## src/hw/rtl/assert_macros.svh

```systemverilog
// assertion helpers shared by the rtl modules
// no dependencies
`ifndef ASSERT_MACROS_SVH
`define ASSERT_MACROS_SVH

// same-cycle implication, held off during reset
`define DTPB_ASSERT_SAME(label, clk, rst_n, ante, cons) \
    label: assert property (@(posedge clk) disable iff (!rst_n) (ante) |-> (cons)) \
        else $error("dtpb assertion failed");

// next-cycle implication, held off during reset
`define DTPB_ASSERT_NEXT(label, clk, rst_n, ante, cons) \
    label: assert property (@(posedge clk) disable iff (!rst_n) (ante) |=> (cons)) \
        else $error("dtpb assertion failed");

`endif

```

## src/hw/rtl/dtpb_pkg.sv

```systemverilog
// shared types, widths and constants for the depth back-projection unit
// no dependencies
package dtpb_pkg;

    localparam int WIDTH_BITS     = 13;
    localparam int CENTRE_BITS    = 12;
    localparam int FOCAL_BITS     = 32;
    localparam int DEPTH_BITS     = 16;
    localparam int COLOUR_BITS    = 8;
    localparam int POINT_BITS     = 32;
    localparam int FRAC_SHIFT     = 24;
    localparam int CFG_INDEX_BITS = 2;
    localparam int CFG_DATA_BITS  = 32;
    localparam int COORD_BITS_DEF = 12;
    localparam int QUEUE_DEPTH    = 4;

    localparam logic [WIDTH_BITS-1:0]  IMAGE_WIDTH_RST = 13'd640;
    localparam logic [CENTRE_BITS-1:0] CENTER_COL_RST  = 12'd320;
    localparam logic [CENTRE_BITS-1:0] CENTER_ROW_RST  = 12'd240;
    localparam logic [FOCAL_BITS-1:0]  INV_FOCAL_RST   = 32'd7531001;

    localparam logic [POINT_BITS-1:0] POS_LIMIT = 32'h7FFF_FFFF;
    localparam logic [POINT_BITS-1:0] NEG_LIMIT = 32'h8000_0000;

    typedef enum logic [CFG_INDEX_BITS-1:0] {
        CFG_IMAGE_WIDTH = 2'd0,
        CFG_CENTER_COL  = 2'd1,
        CFG_CENTER_ROW  = 2'd2,
        CFG_INV_FOCAL   = 2'd3
    } t_cfg_index;

    // magnitude of position minus centre needs the wider of the two
    function automatic int mag_bits(input int coord_bits);
        return (coord_bits > CENTRE_BITS) ? coord_bits : CENTRE_BITS;
    endfunction

    // queue entry: {neg_x, mag_x, neg_y, mag_y, depth, red, green, blue}
    function automatic int entry_bits(input int coord_bits);
        return 2 * (mag_bits(coord_bits) + 1) + DEPTH_BITS + 3 * COLOUR_BITS;
    endfunction

endpackage

```

## src/hw/rtl/dtpb_front.sv

```systemverilog
// front end: accepts pixels, tracks column and row, forms offsets from centre
// depends on dtpb_pkg and assert_macros.svh
`include "assert_macros.svh"

module dtpb_front
    import dtpb_pkg::*;
#(
    parameter int COORD_BITS = COORD_BITS_DEF
) (
    input  logic                       i_clk,
    input  logic                       i_rst_n,
    input  logic                       i_in_valid,
    input  logic                       i_full,
    input  logic [DEPTH_BITS-1:0]      i_depth_mm,
    input  logic [COLOUR_BITS-1:0]     i_red_in,
    input  logic [COLOUR_BITS-1:0]     i_green_in,
    input  logic [COLOUR_BITS-1:0]     i_blue_in,
    input  logic                       i_frame_start,
    input  logic [WIDTH_BITS-1:0]      i_image_width,
    input  logic [CENTRE_BITS-1:0]     i_center_col,
    input  logic [CENTRE_BITS-1:0]     i_center_row,
    output logic                       o_push,
    output logic [entry_bits(COORD_BITS)-1:0] o_entry
);

    localparam int MAG_BITS = mag_bits(COORD_BITS);
    localparam int DIF_BITS = MAG_BITS + 1;
    localparam int CMP_BITS = ((COORD_BITS + 1) > WIDTH_BITS) ? (COORD_BITS + 1) : WIDTH_BITS;

    logic [COORD_BITS-1:0] r_col, n_col;
    logic [COORD_BITS-1:0] r_row, n_row;
    logic [COORD_BITS-1:0] w_col, w_row;
    logic [CMP_BITS-1:0]   w_col_inc;
    logic                  w_accept;
    logic                  w_neg_x, w_neg_y, w_zero;
    logic [DIF_BITS-1:0]   w_pos_x, w_pos_y, w_ctr_x, w_ctr_y;
    logic [MAG_BITS-1:0]   w_mag_x, w_mag_y;
    logic [COLOUR_BITS-1:0] w_red, w_green, w_blue;

    assign w_accept = i_in_valid && !i_full;

    // frame start puts this pixel at the origin
    assign w_col = i_frame_start ? '0 : r_col;
    assign w_row = i_frame_start ? '0 : r_row;

    always_comb begin
        w_col_inc = CMP_BITS'(w_col) + CMP_BITS'(1);
        if (w_col_inc >= CMP_BITS'(i_image_width)) begin
            n_col = '0;
            n_row = w_row + COORD_BITS'(1);
        end else begin
            n_col = w_col_inc[COORD_BITS-1:0];
            n_row = w_row;
        end
    end

    always_comb begin
        w_pos_x = DIF_BITS'(w_col);
        w_pos_y = DIF_BITS'(w_row);
        w_ctr_x = DIF_BITS'(i_center_col);
        w_ctr_y = DIF_BITS'(i_center_row);
        w_neg_x = w_pos_x < w_ctr_x;
        w_neg_y = w_pos_y < w_ctr_y;
        w_mag_x = w_neg_x ? MAG_BITS'(w_ctr_x - w_pos_x) : MAG_BITS'(w_pos_x - w_ctr_x);
        w_mag_y = w_neg_y ? MAG_BITS'(w_ctr_y - w_pos_y) : MAG_BITS'(w_pos_y - w_ctr_y);
        // zero depth gives zero products already, only the colour needs clearing
        w_zero  = (i_depth_mm == '0);
        w_red   = w_zero ? '0 : i_red_in;
        w_green = w_zero ? '0 : i_green_in;
        w_blue  = w_zero ? '0 : i_blue_in;
    end

    assign o_push  = w_accept;
    assign o_entry = {w_neg_x, w_mag_x, w_neg_y, w_mag_y, i_depth_mm, w_red, w_green, w_blue};

    always_ff @(posedge i_clk) begin
        if (!i_rst_n) begin
            r_col <= '0;
            r_row <= '0;
        end else if (w_accept) begin
            r_col <= n_col;
            r_row <= n_row;
        end
    end

    `DTPB_ASSERT_NEXT(a_frame_origin, i_clk, i_rst_n, w_accept && i_frame_start && (i_image_width > WIDTH_BITS'(1)), (r_col == COORD_BITS'(1)) && (r_row == '0))

endmodule

```

## config.mk

```make
export PLATFORM = sky130hd
export DESIGN_NAME = dtpb_front
export DESIGN_NICKNAME = d
export VERILOG_FILES = /design/src/hw/rtl/dtpb_pkg.sv /design/src/hw/rtl/dtpb_front.sv
export VERILOG_INCLUDE_DIRS = /design/src /design/src/hw/rtl
export SDC_FILE = /design/constraint.sdc
export NUM_CORES = 1
export LEC_CHECK = 0
export ABC_CLOCK_PERIOD_IN_PS = 3950
export BUFFER_PORTS_ARGS = -buffer_cell sky130_fd_sc_hd__buf_4
export CAP_MARGIN = 30
export CORE_ASPECT_RATIO = 1.5
export CORE_MARGIN = 10
export CORE_UTILIZATION = 35
export DETAILED_ROUTE_END_ITERATION = 10
export HOLD_SLACK_MARGIN = 0.03
export SLEW_MARGIN = 20
export SYNTH_ARGS = -nofsm -noshare
export SYNTH_HDL_FRONTEND = slang
export SYNTH_SLANG_ARGS = --single-unit
```

## constraint.sdc

```tcl
create_clock -name i_clk -period 3.95 [get_ports i_clk]
set_input_delay 0.5925 -clock i_clk [delete_from_list [all_inputs] [get_ports i_clk]]
set_output_delay 0.5925 -clock i_clk [all_outputs]
set_load 0.01 [all_outputs]
```

======== Word-level counts from Yosys, hierarchy flattened ========
Index checks and enable logic that the tools add are counted.
operators by class
  mux-type cells .......................... 9
  reductions and logical operators ........ 3
  magnitude comparators ................... 3
  add/subtract/negate cells ............... 6
operators with widths
  cell                                           number
  2-to-1 mux 12 bit                              6
  subtractor 12 bit                              4
  < comparator 12 bit                            2
  2-to-1 mux 8 bit                               3
  logical NOT 16 bit                             1
  adder 12 x 1 -> 13 bit, second input constant  1
  greater-or-equal comparator 13 bit             1
  adder 12 x 1 -> 12 bit, second input constant  1
  logical AND 1 bit                              1
  logical NOT 1 bit                              1
word-level totals
  input bits .............................. 82
  flip-flop bits (word level) ............. 24

======== Depth between registers and ports, before layout ========
Gate-level depths: netlist of run 1.
  depth in word-level cells ............... 4
  mapped depth ............................ 17
  depth with buffers taken out ............ 14

======== Worst setup path before layout of run 1 ========
No wires, ideal clock.
  path kind ............................... input-to-output
  from .................................... in i_frame_start
  to ...................................... out o_entry[50]
  cell stages on the path ................. 14
  setup slack ............................. 118 ps
  path buffers ............................ 5
  data arrival time ....................... 3240 ps
  required time ........................... 3357 ps
  path through ............................ buf_6 -> buf_2 -> clkbuf_1 -> clkbuf_1 -> nand2b_1 -> ha_1 -> fa_1 -> nor2b_1 -> o31ai_1 -> a211o_1 -> and2_4 -> buf_6 -> a32oi_2 -> xor2_1
between the ends
  longest elaborated chain between the ends .. 3
RTL lines
  what                 RTL line          text
  from (decl)          dtpb_front.sv:18  input logic i_frame_start,
  2-to-1 mux 12 bit    dtpb_front.sv:44  assign w_row = i_frame_start ? '0 : r_row;
  < comparator 12 bit  dtpb_front.sv:63  w_neg_y = w_pos_y < w_ctr_y;
  via w_neg_y          dtpb_front.sv:35  logic w_neg_x, w_neg_y, w_zero;
  2-to-1 mux 12 bit    dtpb_front.sv:65  w_mag_y = w_neg_y ? MAG_BITS'(w_ctr_y - w_pos_y) : MAG_BITS'(w_pos_y - w_ctr_y);
  to (decl)            dtpb_front.sv:23  output logic [entry_bits(COORD_BITS)-1:0] o_entry
The timed path passes the listed nets, and every way through them passes these cells.

======== Worst setup path in the final report of run 1 ========
  from .................................... in i_frame_start
  to ...................................... out o_entry[46]
between the ends
  longest elaborated chain between the ends .. 3
RTL lines
  what                                                      RTL line
  2-to-1 mux 12 bit (*)                                     dtpb_front.sv:44
  subtractor 12 bit or < comparator 12 bit (tied branches)  dtpb_front.sv:65, dtpb_front.sv:63
  2-to-1 mux 12 bit (*)                                     dtpb_front.sv:65
Every way passes the cells marked *; elsewhere a longest branch is shown, timed or not.

==> results.cfg, run 1 <==
[drt]
vias = 4701
wl_per_cell_um = 15.81
via_per_inst = 5.206
drtIter0Drc = 242
drc = 0
finalWirelength_um = 14270
ant_nets = 0
drt-pass1-iter-count = 4

[critical_path]
crit_chain = buf_4 > buf_4 > nand2b_1 > ha_1 > fa_1 > nor2b_1 > o31ai_2 > a211o_1 > and2_4 > a21oi_1 > xor2_1 > buf_4
end_kind = output port
cp_slowest_cell = fa_1
r2r-start = r_col[0]
cp_slowest_stage_delay_ps = 410
path_buf_inv = 3
crit_path_frequent_cell = buf_4
crit_path_start = i_frame_start
crit_path_start_kind = primary input
cp_top_family = adder cells
cp_max_fo = 17
critPathArrivalTime_ps = 3110
critPathKind = primary input to output port
cp_data_required_time_ps = 3360

[clock_network]
cts_tree = built
clk_pin_slew_worst_paths_ps = 70
clkSinkCount = 24
postCtsHoldBufs = 0
cts_setup_buffers = 0
clock_latency_ps = 260
cts-root-buf = clkbuf_16
htree_levels = 1
cts_buffers = 3
clock_path_buffers = 2

[power_and_ir_drop]
p_leak_uw = 0.002817
p_per_area_nw_per_um2 = 158.3
vdd_ir_drop_max_mv = 0.2097

[grt]
grt_max_degree = 32
grt-ovfl-total = 0
grtUsageTotal = 0.1501
grt_pass1_vias = 4903
antenna_found_initial = 0
grt_first_pass_wirelength_um = 23140

[logic_synthesis]
syn_avg_cell_area_um2 = 7.197
synth-async-reset-ratio = 0
ys_types = 70
synth_nets = 766
ys_seq_area_frac = 0.1075
synth_area_um2 = 4469
ys_warn_count = 0
ys_ff_latch = 24
synthCells = 621
synth_ff_type = dfxtp_1
synth_edf_count = 0

[sta]
worst_pin_slew_ps = 749.4
tns_ps = 0
slew_headroom = 0.4939
finalHoldViolCount = 0
layout_min_cycle_time_ps = 3704
setup_viol = 0
fmax_mhz = 270.0
report.final.slew_viol_count = 0
finalClockSkew_ps = 2.985
fin_crit_sh = 0.9376
rsz0062_at_grt = no

[floorplan]
rows = 50
die_x_um = 112.3
ios = 149
die_area_um2 = 17780
design.core.area_um2 = 12510
die_h_um = 158.4
initial_core_util = 0.3572

[final_layout]
diodes = 0
final_nets = 893
fin_area_um2 = 5763
area_delta_synth_final_pct = 28.95
fillCellCount = 1286
drive_gt1_frac = 0.2584

[worst_hold_path]
holdCritPathClass = flop to flop
hold_path_startpoint = r_col[0]

[placed_design]
dp_hpwl_um = 12120
dpl_cell_area_um2 = 5653
portBuffers = 148
place_congestion = 0.8788

[status]
status = finished clean

[flow_run]
cap_violations = 0
==> area by class of cell <==
| class | instances | area, um^2 | area share |
|---|---|---|---|
| repair buffers | 168 | 1274 | 0.2210 |
| inverters | 69 | 261.5 | 0.04538 |
| clock inverters | 1 | 30.03 | 0.005211 |
| well taps | 156 | 195.2 | 0.03387 |
| clock buffers | 3 | 75.07 | 0.01303 |
| multi-input cells | 482 | 3447 | 0.5981 |
| flip-flops and latches | 24 | 480.5 | 0.08337 |
==> Yosys cell counts (3+ instances only) <==
| cell type | number | area, um^2 |
|---|---|---|
| nand4_1 | 8 | 50.05 |
| o211ai_1 | 6 | 45.04 |
| buf_2 | 6 | 30.03 |
| nor4_1 | 5 | 31.28 |
| o31ai_1 | 7 | 52.55 |
| a21oi_1 | 48 | 240.2 |
| nand3_1 | 36 | 180.2 |
| nand2b_1 | 20 | 125.1 |
| xnor2_1 | 20 | 175.2 |
| nor2b_1 | 16 | 100.1 |
| clkbuf_1 | 15 | 56.30 |
| o21a_1 | 5 | 37.54 |
| buf_4 | 20 | 150.1 |
| a211oi_1 | 5 | 37.54 |
| nand2_1 | 46 | 172.7 |
| nor3_1 | 8 | 40.04 |
| nor4b_1 | 3 | 26.28 |
| ha_1 | 61 | 763.2 |
| inv_1 | 68 | 255.2 |
| nor2_1 | 25 | 93.84 |
| xor2_1 | 10 | 87.58 |
| mux2i_1 | 13 | 130.1 |
| dfxtp_1 | 24 | 480.5 |
| a21o_1 | 7 | 52.55 |
| and2_1 | 27 | 168.9 |
| buf_6 | 4 | 45.04 |
| or3_1 | 6 | 37.54 |
| o21bai_1 | 6 | 45.04 |
| o21ai_0 | 34 | 170.2 |
| a31oi_1 | 8 | 50.05 |
==> worst min-delay path, delay by kind of cell (launching register included) <==
family	cells	cell delay (ps)
flip-flops	1	320
AND/OR/NAND/NOR	1	50
AO/OA/AOI/OAI	1	50
==> state kept, by name, summed over array words and instances, names as in the netlist <==
register	count
r_col	12
r_row	12
==> final timing paths <==
kind                            slack (ps)     endpoint  depth (start not counted)
worst max-delay path                   250  o_entry[46]                         12
worst min-delay path                   470     r_col[0]                          2
worst max register to register         690     r_row[8]                         12
worst min register to register         470     r_col[0]                          2
==> metal layers <==
layer,part of all wire,global-route usage,vias up,wire (um)
li1,-,-,2393,-
met1,0.40,0.1681,2163,5701
met2,0.54,0.2860,128,7666
met3,0.050,0.02637,17,716
met4,0.013,0.03212,0,187
met5,0,0,-,0
==> timing repair <==
item,in CTS,in global routing
setup endpoints to repair,0,3
hold endpoints to repair,0,0
resized for setup,0,2
==> per-stage QoR <==
stage / std cells / total power (uW) / hold WS (ps) / worst slack (ps) / utilization
6_report: 903 / 912.2 / 470.1 / 246.4 / 0.4606
5_1_grt: 903 / 963.6 / 494.0 / 35.84 / 0.4606
2_1_floorplan: 621 / 449.4 / 435.9 / 117.7 / -
3_3_place_gp: 899 / 620.3 / 450.8 / 235.7 / 0.4518
4_1_cts: 903 / 922.4 / 477.3 / 216.8 / 0.4602
3_5_place_dp: 899 / 624.5 / 465.8 / 213.7 / 0.4518
==> cell families (layout without fill, tap and decap cells) <==
kind of cell | after synthesis | in the layout | share of synthesized area
DFF | 24 | 24 | 0.1075
adders and majority gates | 63 | 63 | 0.1797
and+or+nand+nor | 219 | 219 | 0.2716
AOI/OAI and AO/OA | 156 | 156 | 0.2285
muxes | 14 | 14 | 0.03163
xor gates and xnor gates | 30 | 30 | 0.05879
buffers and inverters | 115 | 241 | 0.1223
==> where the power goes <==
part / total (uW) / switching (uW) / internal [uW]
Combinational: 374 / 183 / 191
Sequential: 243 / 0.646 / 243
Clock: 295 / 93.3 / 202
Total: 912 / 277 / 635
==> cells in the final DEF (no fill, tap or decap), types with 3 or more instances in the layout <==
cell,instances
nand3_1,36
nor3_1,8
a211oi_1,5
nand2b_1,20
o21bai_1,6
nand2_1,46
a31oi_1,8
and2_1,27
o211ai_1,6
inv_1,68
nor4b_1,3
a21o_1,7
nor2_1,25
nor4_1,5
xnor2_1,20
nor2b_1,16
ha_1,61
o21a_1,5
a21oi_1,48
or3_1,6
o31ai_1,6
buf_4,167
mux2i_1,13
xor2_1,10
nand4_1,8
dfxtp_1,24
clkbuf_16,3
o21ai_0,33
Power figures use the tool's default switching activity.
==> run 2, diff against run 1 <==
--- a/config.mk
+++ b/config.mk
@@ -8,5 +8,5 @@
 export LEC_CHECK = 0
 export ABC_CLOCK_PERIOD_IN_PS = 3950
-export BUFFER_PORTS_ARGS = -buffer_cell sky130_fd_sc_hd__buf_4
+export BUFFER_PORTS_ARGS = -buffer_cell sky130_fd_sc_hd__clkbuf_2
 export CAP_MARGIN = 30
 export CORE_ASPECT_RATIO = 1.5
==> constraint.sdc (replaced) <==
create_clock -name i_clk -period 3.95 [get_ports i_clk]
set_input_delay 0.5925 -clock i_clk [delete_from_list [all_inputs] [get_ports i_clk]]
set_output_delay 0.5925 -clock i_clk [all_outputs]
set_load 0.05 [all_outputs]
==> run 2 against run 1 <==
  * Count of clock-buffer cells in the layout unchanged
  * Die area unchanged
  * Sequential share of layout area fell by 0.22 points
  * First-iteration DRC count fell by 15%
  * Critical endpoint is now o_entry[49]
  * Largest power group unchanged
==> results.cfg, run 2 (synthesized netlist as in run 1, its figures left out) <==
[critical_path]
cp_max_fo = 16
end_kind = output port
cp_data_required_time_ps = 3360
crit_path_start_kind = primary input
critPathKind = primary input to output port
critPathArrivalTime_ps = 3210

[sta]
finalHoldViolCount = 0
report.final.slew_viol_count = 0
fin_crit_sh = 0.9633
slew_headroom = 0.5255
worst_pin_slew_ps = 693.8
hold_slack_ps = 471.6
finalClockSkew_ps = 7.017
layout_min_cycle_time_ps = 3805
fmax_mhz = 262.8
setup_viol = 0
rsz0062_at_grt = yes

[final_layout]
final_nets = 900
fin_area_um2 = 5916
fillCellCount = 1268
register_area_um2 = 480.5
final_common_cell = clkbuf_2
area_delta_synth_final_pct = 32.36
layout_common_cells = clkbuf_2, inv_1, ha_1, nand2_1, a21oi_1
multi_input_area_um2 = 3626
drive_gt1_frac = 0.2971
diodes = 0
largestRegisters = r_col x12, r_row x12

[drt]
finalWirelength_um = 14560
vias = 4774
drc = 0
wl_per_cell_um = 16.00
ant_nets = 0
via_per_inst = 5.246
drt-pass1-iter-count = 5
drtIter0Drc = 205

[clock_network]
clock_path_buffers = 2
cts_setup_buffers = 0
htree_levels = 1
cts_tree = built
cts_buffers = 3
clkSinkCount = 24
postCtsHoldBufs = 0
cts-root-buf = clkbuf_16
clock_latency_ps = 260
clk_pin_slew_worst_paths_ps = 60

[power_and_ir_drop]
p_per_area_nw_per_um2 = 191.3
vdd_ir_drop_max_mv = 0.1325
p_leak_uw = 0.002919

[status]
status = finished clean

[worst_hold_path]
holdCritPathClass = flop to flop

[grt]
grt-ovfl-total = 0
antenna_found_initial = 0
grt_first_pass_wirelength_um = 23290
grt_max_degree = 32
grtUsageTotal = 0.1517
grt_pass1_vias = 4910

[floorplan]
design.core.area_um2 = 12510
die_area_um2 = 17780
ios = 149
rows = 50
die_h_um = 158.4
initial_core_util = 0.3572
die_x_um = 112.3

[placed_design]
dpl_cell_area_um2 = 5773
place_congestion = 0.8983
dp_hpwl_um = 12490
portBuffers = 148

[flow_run]
cap_violations = 0
## run 2: cell count changes in the layout (fill, tap and decap cells not counted), sizes merged
cell / change
clkbuf: +128
buf: -121
## run 2: layer usage
| layer | up-vias | part of all wire | track usage | wire length (um) |
|---|---|---|---|---|
| met1 | 2229 | 0.39 | 0.1612 | 5606 |
| li1 | 2405 | - | - | - |
| met2 | 117 | 0.56 | 0.2965 | 8092 |
| met5 | - | 0 | 0 | 0 |
| met4 | 0 | 0.020 | 0.04061 | 292 |
| met3 | 23 | 0.039 | 0.02637 | 568 |
## run 2: report_power, final
part,internal [uW],switching [uW],total [uW]
clock,202,92.1,294
sequential,243,0.647,243
combinational,233,362,594
total,677,454,1130
## run 2: what timing repair did
action                                  4_1_cts  5_1_grt
endpoints found under the setup margin        0       15
endpoints found under the hold margin         0        0
gates resized for setup                       0       10
## run 2: final timing paths
| kind | startpoint | cells after the start | slack (ps) | endpoint |
|---|---|---|---|---|
| max | i_frame_start | 13 | 150 | o_entry[49] |
| min | r_col[8] | 2 | 470 | r_col[8] |
| max reg2reg | r_col[0] | 14 | 690 | r_row[9] |
| min reg2reg | r_col[8] | 2 | 470 | r_col[8] |
## run 2: critical path, cell delays in order
cell and delay (ps):
clkbuf_2 120, buf_4 150, buf_4 200, nand2b_4 160
inv_1 40, ha_1 370, and4_1 280, nand2_1 90
a211o_1 290, and2_4 230, a22oi_1 320, xnor2_2 180
buf_12 160
## run 2: through the flow
stage / power [uW] / setup TNS, ps / setup WS (ps) / util / instances
after floorplan: 626.3 / -407.5 / -90.40 / - / 621
after global placement: 839.5 / 0 / 109.2 / 0.4614 / 906
after detailed placement: 842.8 / 0 / 67.27 / 0.4614 / 906
after CTS: 1138 / 0 / 66.71 / 0.4698 / 910
after global routing: 1182 / -31.37 / -21.35 / 0.4728 / 910
final: 1131 / 0 / 145.0 / 0.4728 / 910
## run 2: area by class of cell
cell class,count,area share
Clock buffer,3,0.01269
Clock inverter,1,0.005076
Inverter,69,0.04420
Multi-Input combinational cell,482,0.6129
Sequential cell,24,0.08122
Tap cell,156,0.03299
Timing Repair Buffer,175,0.2109
