===== config.mk =====
export PLATFORM = sky130hd
export DESIGN_NAME = dtpb_queue
export DESIGN_NICKNAME = d
export VERILOG_FILES = /design/src/hw/rtl/dtpb_pkg.sv /design/src/hw/rtl/dtpb_queue.sv
export VERILOG_INCLUDE_DIRS = /design/src /design/src/hw/rtl
export SDC_FILE = /design/constraint.sdc
export NUM_CORES = 1
export LEC_CHECK = 0
export BUFFER_PORTS_ARGS = -buffer_cell sky130_fd_sc_hd__buf_2
export CAP_MARGIN = 15
export CORE_MARGIN = 3
export CORE_UTILIZATION = 45
export DETAILED_ROUTE_END_ITERATION = 6
export SETUP_SLACK_MARGIN = 0.3
export SLEW_MARGIN = 20
export SYNTH_ARGS = -nofsm -noshare
export SYNTH_HDL_FRONTEND = slang
export SYNTH_SLANG_ARGS = --single-unit
export TNS_END_PERCENT = 1

===== constraint.sdc =====
create_clock -name i_clk -period 3.5 [get_ports i_clk]
set_input_delay 0.875 -clock i_clk [delete_from_list [all_inputs] [get_ports i_clk]]
set_output_delay 0.875 -clock i_clk [all_outputs]
set_load 0.01 [all_outputs]

===== src/hw/rtl/assert_macros.svh =====
// assertion helpers shared by the rtl modules
// no dependencies
`ifndef ASSERT_MACROS_SVH
`define ASSERT_MACROS_SVH

// same-cycle implication, held off during reset
`define DTPB_ASSERT_SAME(label, clk, rst_n, ante, cons) \
    label: assert property (@(posedge clk) disable iff (!rst_n) (ante) |-> (cons)) \
        else $error("dtpb assertion failed");

// next-cycle implication, held off during reset
`define DTPB_ASSERT_NEXT(label, clk, rst_n, ante, cons) \
    label: assert property (@(posedge clk) disable iff (!rst_n) (ante) |=> (cons)) \
        else $error("dtpb assertion failed");

`endif


===== src/hw/rtl/dtpb_pkg.sv =====
// shared types, widths and constants for the depth back-projection unit
// no dependencies
package dtpb_pkg;

    localparam int WIDTH_BITS     = 13;
    localparam int CENTRE_BITS    = 12;
    localparam int FOCAL_BITS     = 32;
    localparam int DEPTH_BITS     = 16;
    localparam int COLOUR_BITS    = 8;
    localparam int POINT_BITS     = 32;
    localparam int FRAC_SHIFT     = 24;
    localparam int CFG_INDEX_BITS = 2;
    localparam int CFG_DATA_BITS  = 32;
    localparam int COORD_BITS_DEF = 12;
    localparam int QUEUE_DEPTH    = 4;

    localparam logic [WIDTH_BITS-1:0]  IMAGE_WIDTH_RST = 13'd640;
    localparam logic [CENTRE_BITS-1:0] CENTER_COL_RST  = 12'd320;
    localparam logic [CENTRE_BITS-1:0] CENTER_ROW_RST  = 12'd240;
    localparam logic [FOCAL_BITS-1:0]  INV_FOCAL_RST   = 32'd7531001;

    localparam logic [POINT_BITS-1:0] POS_LIMIT = 32'h7FFF_FFFF;
    localparam logic [POINT_BITS-1:0] NEG_LIMIT = 32'h8000_0000;

    typedef enum logic [CFG_INDEX_BITS-1:0] {
        CFG_IMAGE_WIDTH = 2'd0,
        CFG_CENTER_COL  = 2'd1,
        CFG_CENTER_ROW  = 2'd2,
        CFG_INV_FOCAL   = 2'd3
    } t_cfg_index;

    // magnitude of position minus centre needs the wider of the two
    function automatic int mag_bits(input int coord_bits);
        return (coord_bits > CENTRE_BITS) ? coord_bits : CENTRE_BITS;
    endfunction

    // queue entry: {neg_x, mag_x, neg_y, mag_y, depth, red, green, blue}
    function automatic int entry_bits(input int coord_bits);
        return 2 * (mag_bits(coord_bits) + 1) + DEPTH_BITS + 3 * COLOUR_BITS;
    endfunction

endpackage


===== src/hw/rtl/dtpb_queue.sv =====
// short queue between the front end and the arithmetic back end
// depends on dtpb_pkg and assert_macros.svh
`include "assert_macros.svh"

module dtpb_queue
    import dtpb_pkg::*;
#(
    parameter int DATA_BITS = entry_bits(COORD_BITS_DEF),
    parameter int DEPTH     = QUEUE_DEPTH
) (
    input  logic                 i_clk,
    input  logic                 i_rst_n,
    input  logic                 i_push,
    input  logic [DATA_BITS-1:0] i_data,
    output logic                 o_full,
    output logic                 o_valid,
    output logic [DATA_BITS-1:0] o_data,
    input  logic                 i_pop
);

    localparam int PTR_BITS   = (DEPTH > 1) ? $clog2(DEPTH) : 1;
    localparam int COUNT_BITS = $clog2(DEPTH + 1);

    logic [DATA_BITS-1:0]  r_slot [DEPTH];
    logic [PTR_BITS-1:0]   r_wr_ptr, r_rd_ptr, n_wr_ptr, n_rd_ptr;
    logic [COUNT_BITS-1:0] r_count;
    logic                  w_push, w_pop;

    assign o_full  = (r_count == COUNT_BITS'(DEPTH));
    assign o_valid = (r_count != '0);
    assign o_data  = r_slot[r_rd_ptr];
    assign w_push  = i_push && !o_full;
    assign w_pop   = i_pop && o_valid;

    always_comb begin
        n_wr_ptr = (r_wr_ptr == PTR_BITS'(DEPTH - 1)) ? '0 : r_wr_ptr + PTR_BITS'(1);
        n_rd_ptr = (r_rd_ptr == PTR_BITS'(DEPTH - 1)) ? '0 : r_rd_ptr + PTR_BITS'(1);
    end

    always_ff @(posedge i_clk) begin
        if (!i_rst_n) begin
            r_wr_ptr <= '0;
            r_rd_ptr <= '0;
            r_count  <= '0;
        end else begin
            if (w_push) begin
                r_wr_ptr <= n_wr_ptr;
            end
            if (w_pop) begin
                r_rd_ptr <= n_rd_ptr;
            end
            if (w_push && !w_pop) begin
                r_count <= r_count + COUNT_BITS'(1);
            end else if (w_pop && !w_push) begin
                r_count <= r_count - COUNT_BITS'(1);
            end
        end
    end

    always_ff @(posedge i_clk) begin
        if (w_push) begin
            r_slot[r_wr_ptr] <= i_data;
        end
    end

    `DTPB_ASSERT_NEXT(a_count_up, i_clk, i_rst_n, w_push && !w_pop, r_count == ($past(r_count) + COUNT_BITS'(1)))

endmodule


# Yosys cells after proc, flatten, opt, wreduce, memory -nomap -nowiden
# Memories as Yosys holds them, arrays and structs flattened. A register that Yosys moved wholly into a read port is not among the register bits.
# Cells that the tools add are included.
# word_totals
word_cells	28
latchBits	0
regBits	7
rom_bits	0
in_bits	70
ramBits	264
n_memories	1
# mem_list
memory	depth	width	rd	rd_ports_with_merged_regs	wr	line_no	text
r_slot	4	66	1	1	1	dtpb_queue.sv:24	logic [DATA_BITS-1:0] r_slot [DEPTH];
# op_classes
eq_ne	3
mul	0
n_addsub	4
order_cmp	0
n_shift	0
bitwise_logic	0
muxes	8
reduce_logical	9
div	0
# op_table
cell	count
2-bit two-way mux	4
3-bit two-way mux	2
2-bit by 1-bit adder with 2-bit output (second input constant)	2
2-bit == test (second input constant)	2
1-bit logical AND	4
3-bit by 1-bit adder with 3-bit output (second input constant)	1
3-bit == test (second input constant)	1
1-bit logical NOT	3
3-bit nonzero test	1
3-bit by 1-bit subtractor with 3-bit output (second input constant)	1
1-bit two-way mux	2
2-bit nonzero test	1

# Logic depth before layout (Yosys ltp)
# Gate-level depths: netlist (run 1).
# logic_depth
ltp_word	7
mapped_depth	9
mapped_depth_nobuf	8

# Least setup slack after synthesis (run 1)
# Ideal clock, no wire load.
# synth_timing
path_kind	input to register
start	input port i_push
end	memory r_slot[0][0] (netlist bit), enable pin
arrival_time_ps	2715
setup_slack_ps	354
path_buffers	1
path_stages	3
cell_sequence	nor2b_1 buf_2 and2_1
# synth_between
elab_chain_cells	3
# synth_lines
element	line_no	text
from (decl)	dtpb_queue.sv:13	input logic i_push,
1-bit logical AND	dtpb_queue.sv:32	assign w_push = i_push && !o_full;
net w_push	dtpb_queue.sv:27	logic w_push, w_pop;
1-bit two-way mux	dtpb_queue.sv:61	if (w_push) begin
1-bit two-way mux (implied by the code)	dtpb_queue.sv:62	r_slot[r_wr_ptr] <= i_data;
to (decl)	dtpb_queue.sv:24	
# The timed path passes the listed nets, and every way through them passes these cells.

==> results of run 1 <==
cells in the mapped netlist (3+ instances only):
cell type / number
mux4_2: 66
inv_1: 3
edfxtp_1: 264
dfxtp_1: 9
buf_2: 6
o21ai_0: 3
clkbuf_1: 3
ha_1: 6
and2_1: 5
nand2_1: 6
buf_6: 5
mux2i_1: 3
how the worst max path moves through the flow:
stage | depth (start not counted) | startpoint | endpoint | slack [ns]
global route | 3 | flip-flop | o_data[65] | 0.44
detailed placement | 8 | i_push | r_count[2] | 0.57
finish | 3 | flip-flop | o_data[65] | 0.54
CTS | 3 | flip-flop | o_data[65] | 0.48
global placement | 8 | i_push | r_count[2] | 0.75
floorplan | 3 | i_push | r_slot[0][0] | 0.35
routing by layer:
layer | global-route usage | vias up | wire length, um
met1 | 0.2085 | 2320 | 7585
li1 | - | 2014 | -
met4 | 0.03869 | 8 | 399
met3 | 0.04061 | 42 | 1305
met5 | 0 | - | 49
met2 | 0.2427 | 132 | 8898
where the power goes:
part	internal, mW	switching, mW	total (mW)
sequential	3.98	0.122	4.11
combinational	0.909	0.965	1.87
clock	1.79	1.15	2.95
final cells by class:
| type | count | area share |
|---|---|---|
| Inverter | 3 | 0.0009372 |
| Multi-Input combinational cell | 103 | 0.1476 |
| Timing Repair Buffer | 147 | 0.06852 |
| Clock inverter | 12 | 0.009268 |
| Antenna cell | 1 | 0.0002083 |
| Clock buffer | 42 | 0.06946 |
| Sequential cell | 273 | 0.6754 |
| Tap cell | 275 | 0.02864 |
through the flow:
stage          power [mW]  hold WS (ns)  std cells    util
2_1_floorplan       5.398        0.4677        395       -
3_3_place_gp        6.064        0.4838        801  0.5167
3_5_place_dp        6.109        0.4987        801  0.5167
4_1_cts             9.070        0.5065        855  0.5608
5_1_grt             9.337        0.5428        855  0.5608
6_report            8.924        0.4996        856  0.5610
sequential cells by signal, summed over array words and instances, names as in the netlist, named ones only:
name and count:
r_slot 264, r_count 3, r_rd_ptr 2, r_wr_ptr 2
cells by family (layout without fill, tap and decap cells):
| kind of cell | Yosys count | in the layout |
|---|---|---|
| adder cells (fa/ha/maj) | 7 | 7 |
| other | 0 | 1 |
| buffers and inverters | 19 | 204 |
| AO/OA/AOI/OAI | 5 | 5 |
| flip-flops | 273 | 273 |
| XOR/XNOR | 2 | 2 |
| AND/OR/NAND/NOR | 20 | 20 |
| multiplexers | 69 | 69 |
tightest hold or removal path, cell delays in order, from the launching register on:
cell	delay [ns]
dfxtp_1	0.33
nand2_1	0.06
mux2i_1	0.05
==> impl_metrics.ini, run 1 <==
[sta]
fin_ws_ns = 0.5370
max_slew_margin = 0.6359
min_period_ns = 2.963
final_hold_viol_count = 0
slew_violations = 0
setup-tns-final_ns = 0
fmax_mhz = 337.5
setup_viol = 0
finClkSkew_ns = 0.007786
period_share = 0.8466
rsz0062_at_grt = false
worst_pin_slew_ns = 0.5415

[min_path]
hold_path.class = flip-flop to flip-flop
min_from = r_wr_ptr[1]
min_to = r_wr_ptr[1]
hold_depth = 2

[synth]
syn-mean-instance-area_sq_um = 25.30
synth_xor_area_frac = 0.001753
yosysTopAreaCell = edfxtp_1
synthFlopType = edfxtp_1
yosys_warnings = 0
synth_seq_cells = 273
synth_top_area_frac = 0.7932
synth-simple-area-share = 0.01039
ys_types = 23
synth_edf_count = 264
synth_top_family_by_area = multiplexers
async_flop_share = 0
synthMuxAreaShare = 0.1517
ys_top_cells_by_area = edfxtp_1 79%, mux4_2 15%, dfxtp_1 1.8%
syn_area_sq_um = 9995
synth_compound_area_frac = 0.003005
ys_seq_area_frac = 0.8112
syn_inst = 395
synthAdderAreaFrac = 0.009514
synth_fp_nets = 472

[finish]
fin_area_sq_um = 12020
syn_to_final_growth_pct = 20.22
drive_above_1_share = 0.4552
layout_commonest_cell = edfxtp_1
multiInputGateArea_sq_um = 1773
seq_area_sq_um = 8115
fillCellCount = 1628
final_cell_mix = 264 x edfxtp_1, 137 x buf_2, 66 x mux4_2
fin_nets = 634

[floorplan]
die_h_um = 155.0
core_sq_um = 21420
rows = 53
io_pins = 138
initial_core_util = 0.4666
die_w_um = 155.0
dieArea_sq_um = 24030

[global_routing]
antenna_found_initial = 4
grt_start_max_net_pins = 45
grt_remaining_overflow = 0
grt_usage = 0.1509
grt_first_pass_wirelength_um = 27910
grt_pass1_vias = 4868

[pwr]
leakage_nw = 4.067
pwr_density_cell_nw_per_um2 = 742.7
vdd_drop_max_uv = 395.1

[place]
place_area_sq_um = 11070
port_buffers = 137
place_congestion = 0.7106
dp_slack_ns = 0.5735
place_hpwl_um = 11130

[flow_run]
cap_violations = 0

[route]
wl_um = 18240
wire_per_inst_um = 21.31
ant_nets = 0
via_per_inst = 5.276
drt_first_pass_iters = 6
vias = 4516
drtIter0Drc = 303
remaining_drc_errors = 0

[critical_path]
critPathMaxFanout = 32
worst_path_max_delay_cell = dfxtp_4
worst-path-buf-inv = 2
cp.required_ns = 2.62
cp_top_family = flip-flops
cp.arrival_ns = 2.09
r2r_end = r_count[2]
endpoint_kind = output port
slowest_delay_ns = 0.67
rr_startpoint = r_count[0]
worstSetupPathType = flip-flop to output port
reg2regPathDepth = 8
r2r_setup_slack_ns = 0.99
crit_chain = buf_4 -> mux4_2 -> buf_2
startpoint_type = flip-flop

[clock_network]
postCtsSetupRepairBufs = 0
clockBufferDepth = 3
clkTransAtPathRegs_ns = 0.06
clock_latency_ns = 0.53
cts-resized-gates = 0
cts_hold_buf = 0
tritoncts = yes
htreeDepth = 1
numCtsBuffers = 29
clock-sinks = 273
ctsRootBufferMaster = clkbuf_16

[outcome]
outcome = completed
Note: power is estimated with default switching activity, not from simulation.
==> inputs of run 2 (changes only) <==
--- a/config.mk
+++ b/config.mk
@@ -11,6 +11,7 @@
 export CORE_MARGIN = 3
 export CORE_UTILIZATION = 45
 export DETAILED_ROUTE_END_ITERATION = 6
+export PLACE_DENSITY = 0.67
 export SETUP_SLACK_MARGIN = 0.3
 export SLEW_MARGIN = 20
 export SYNTH_ARGS = -nofsm -noshare
==> constraint.sdc (replaced) <==
create_clock -name i_clk -period 2.7 [get_ports i_clk]
set_input_delay 0.675 -clock i_clk [delete_from_list [all_inputs] [get_ports i_clk]]
set_output_delay 0.675 -clock i_clk [all_outputs]
set_load 0.01 [all_outputs]
==> run 2 against run 1 <==
Worst setup slack worse by 0.40 ns. Clock power is 19% higher. Final cell count is 1.1% higher. Critical path type unchanged. Critical endpoint is now o_data[48]. Highest routed layer unchanged.
==> impl_metrics.ini, run 2 (synthesized netlist as in run 1, its figures left out) <==
[finish]
syn_to_final_growth_pct = 22.26
fin_nets = 646
final_cells = 865
layout_commonest_cell = edfxtp_1
final_cell_mix = 264 x edfxtp_1, 137 x buf_2, 66 x mux4_2
top_regs = r_slot (264), r_count (3)
drive_above_1_share = 0.4686
top_register = r_slot
final_util = 0.5705
largest_register_ffs = 264

[pwr]
vdd_drop_max_uv = 539.6
leakage_nw = 4.142
pwr_density_cell_nw_per_um2 = 953.6
totalPowerFinal_mw = 11.65

[critical_path]
startpoint_type = flip-flop
endpoint_kind = output port
worstSetupPathType = flip-flop to output port
cp.arrival_ns = 1.89
r2r_setup_slack_ns = 0.45
cp.required_ns = 2.03
critPathMaxFanout = 7

[sta]
finClkSkew_ns = 0.02017
period_share = 0.9499
rsz0062_at_grt = true
hold_slack_ns = 0.3635
worst_pin_slew_ns = 0.4689
max_slew_margin = 0.6874
slew_violations = 0
fmax_mhz = 389.9
setup_viol = 0
final_hold_viol_count = 0
fin_ws_ns = 0.1353
min_period_ns = 2.565

[global_routing]
grt_start_max_net_pins = 41
grt_pass1_vias = 4940
grt_first_pass_wirelength_um = 27860
antenna_found_initial = 1
grt_remaining_overflow = 0
grt_usage = 0.1492

[route]
via_per_inst = 5.309
ant_nets = 0
drtIter0Drc = 268
drt_first_pass_iters = 4
wire_per_inst_um = 21.62
remaining_drc_errors = 0
vias = 4592
wl_um = 18700

[clock_network]
tritoncts = yes
clock_latency_ns = 0.53
ctsRootBufferMaster = clkbuf_16
clkTransAtPathRegs_ns = 0.06
clockBufferDepth = 3
clock-sinks = 273
cts_hold_buf = 0
numCtsBuffers = 27
htreeDepth = 1

[outcome]
outcome = completed

[floorplan]
die_h_um = 155.0
rows = 53
die_w_um = 155.0
dieArea_sq_um = 24030
initial_core_util = 0.4666
io_pins = 138
core_sq_um = 21420

[flow_run]
cap_violations = 0

[place]
port_buffers = 137
place_hpwl_um = 11030
dp_cells = 805
place_congestion = 0.6831
dp_slack_ns = 0.2537

[min_path]
hold_path.class = input port to flip-flop
run 2: cell types whose count changed in the layout (fill, tap and decap cells not counted), sizes merged:
cell      previous run  this run
clkbuf              42        35
buf                147       156
clkinvlp             0         2
clkinv               9        14
run 2: per-stage QoR:
| step | instance area (sq um) | TNS, ns |
|---|---|---|
| after floorplan | 9996 | -48.76 |
| after global placement | 11150 | 0 |
| after detailed placement | 11150 | 0 |
| after CTS | 12010 | 0 |
| after global routing | 12220 | 0 |
| final | 12220 | 0 |
run 2: layer usage:
layer	global-route usage	part of all wire
met4	0.02944	0.015
met1	0.1939	0.42
met5	0	0.00070
met2	0.2589	0.50
met3	0.03755	0.059
run 2: critical path, stage by stage, from the launching register on:
cell       delay (ns)
dfxtp_4          0.37
buf_12           0.16
clkbuf_16        0.18
mux4_2           0.50
buf_2            0.16
run 2: what timing repair did:
item / 4_1_cts / 5_1_grt
setup endpoints to repair: 67 / 67
gates resized for setup: 0 / 6
setup buffers: 2 / 2
gates cloned: 0 / 6
run 2: layout make-up:
cell class                      instances  area [sq um]
Clock buffer                           30         686.9
Fill cell                            1606          9200
Timing Repair Buffer                  161          1125
Clock inverter                         19         156.4
Multi-Input combinational cell        103          1778
Sequential cell                       273          8115
Tap cell                              275         344.1
Inverter                                3         11.26
Antenna cell                            1         2.502
run 2: power by group:
| group | switching, mW | internal [mW] |
|---|---|---|
| clock | 1.48 | 2.03 |
| combinational | 1.38 | 1.47 |
| sequential | 0.130 | 5.16 |
| total | 2.99 | 8.66 |
run 2: path summary, 6_finish.rpt:
kind                                   from       endpoint  depth (start not counted)
worst max-delay path              flip-flop     o_data[48]                          4
worst min-delay path             i_data[33]  r_slot[0][33]                          1
worst min register to register  r_wr_ptr[1]    r_wr_ptr[1]                          2
worst max register to register   r_count[0]     r_count[2]                          7
==> inputs of run 3 (changes only) <==
--- a/config.mk
+++ b/config.mk
@@ -12,6 +12,7 @@
 export CORE_UTILIZATION = 45
 export DETAILED_ROUTE_END_ITERATION = 6
 export PLACE_DENSITY = 0.67
+export RECOVER_POWER = 25
 export SETUP_SLACK_MARGIN = 0.3
 export SLEW_MARGIN = 20
 export SYNTH_ARGS = -nofsm -noshare
==> run 3 against run 2 <==
Total power decreased by 0.13%. Die area unchanged. Worst setup slack improved by 0.0016 ns. Worst hold slack improved by 0.018 ns. First-iteration DRC count decreased by 8.6%. Clock power about the same. Core utilization decreased by 0.23 points. Via count increased by 0.33%. Wire length decreased by 0.44%. Sequential share of layout area increased by 0.27 points.
==> impl_metrics.ini, run 3 (synthesized netlist as in run 1, its figures left out) <==
[outcome]
outcome = completed

[place]
dp_slack_ns = 0.2537
port_buffers = 137
place_congestion = 0.6831
place_hpwl_um = 11030

[global_routing]
grt_usage = 0.1492
grt_start_max_net_pins = 41
grt_remaining_overflow = 0
antenna_found_initial = 1
grt_pass1_vias = 4940
grt_first_pass_wirelength_um = 27860

[critical_path]
reg2regPathDepth = 7
endpoint_kind = output port
r2r_setup_slack_ns = 0.45
startpoint_type = flip-flop
r2r_end = r_count[2]
rr_startpoint = r_count[0]
critPathMaxFanout = 7
cp.arrival_ns = 1.89
crit_end = o_data[48]
worstSetupPathType = flip-flop to output port
cp.required_ns = 2.03

[route]
wl_um = 18620
ant_nets = 0
wire_per_inst_um = 21.52
vias = 4607
remaining_drc_errors = 0
drt_first_pass_iters = 4
via_per_inst = 5.326
drtIter0Drc = 245

[sta]
final_hold_viol_count = 0
max_slew_margin = 0.6896
rsz0062_at_grt = true
fmax_mhz = 390.2
period_share = 0.9493
min_period_ns = 2.563
slew_violations = 0
fin_ws_ns = 0.1369
worst_pin_slew_ns = 0.4656
finClkSkew_ns = 0.02010
setup_viol = 0

[clock_network]
clock_latency_ns = 0.53
numCtsBuffers = 27
ctsRootBufferMaster = clkbuf_16
htreeDepth = 1
clkTransAtPathRegs_ns = 0.06
cts_hold_buf = 0
clock-sinks = 273
tritoncts = yes
clockBufferDepth = 3

[min_path]
min_from = i_data[1]
hold_path.class = input port to flip-flop

[floorplan]
initial_core_util = 0.4666
die_h_um = 155.0
dieArea_sq_um = 24030
die_w_um = 155.0
io_pins = 138
core_sq_um = 21420
rows = 53

[pwr]
leakage_nw = 4.032
totalPowerFinal_mw = 11.64
pwr_density_cell_nw_per_um2 = 956.3
vdd_drop_max_uv = 540.1

[finish]
largest_register_ffs = 264
final_cell_mix = 264 x edfxtp_1, 97 x buf_2, 66 x mux4_2
syn_to_final_growth_pct = 21.76
layout_commonest_cell = edfxtp_1
drive_above_1_share = 0.4007
top_register = r_slot
top_regs = r_slot (264), r_count (3)
fin_nets = 646

[flow_run]
cap_violations = 0
[run 3: worst min path at each step]
stage                               end  cells after the start  slack [ns]
final                      r_slot[1][1]                      1        0.38
after detailed placement    r_wr_ptr[1]                      2        0.50
after global routing       r_slot[3][1]                      1        0.36
after floorplan             r_wr_ptr[1]                      2        0.47
after global placement      r_wr_ptr[1]                      2        0.48
after CTS                 r_slot[2][36]                      1        0.34
[run 3: critical path, cell delays in order (launching register included)]
cell	delay [ns]
dfxtp_4	0.37
buf_12	0.16
clkbuf_16	0.18
mux4_2	0.50
buf_2	0.15
[run 3: timing repair]
| item | in CTS | in global routing |
|---|---|---|
| hold endpoints to repair | 0 | 0 |
| gates cloned | 0 | 6 |
| setup buffers | 2 | 2 |
| setup endpoints to repair | 67 | 67 |
| resized for setup | 0 | 6 |
[run 3: per-layer routing]
layer,track usage,share of wire,vias up
li1,-,-,2041
met1,0.1939,0.41,2392
met2,0.2589,0.51,145
met3,0.03755,0.069,27
met4,0.02944,0.015,2
met5,0,0.00059,-
[run 3: area by class of cell]
cell class | instances | area (sq um)
tap | 275 | 344.1
sequential | 273 | 8115
multi-input combinational | 103 | 1778
antenna | 1 | 2.502
inverter | 3 | 11.26
timing repair buffer | 161 | 1075
clock buffer | 30 | 686.9
clock inverter | 19 | 156.4
fill | 1615 | 9250
[run 3: report_power, final]
part / total [mW] / switching, mW / internal, mW
clock: 3.51 / 1.48 / 2.03
sequential: 5.29 / 0.130 / 5.16
combinational: 2.84 / 1.37 / 1.46
[run 3: through the flow]
step	util	TNS, ns	area [sq um]	hold slack (ns)	instances
CTS	0.5605	0	12010	0.3405	856
detailed placement	0.5204	0	11150	0.4976	805
global placement	0.5204	0	11150	0.4782	805
global route	0.5680	0	12170	0.3649	864
finish	0.5681	0	12170	0.3811	865
floorplan	-	-48.76	9996	0.4677	395
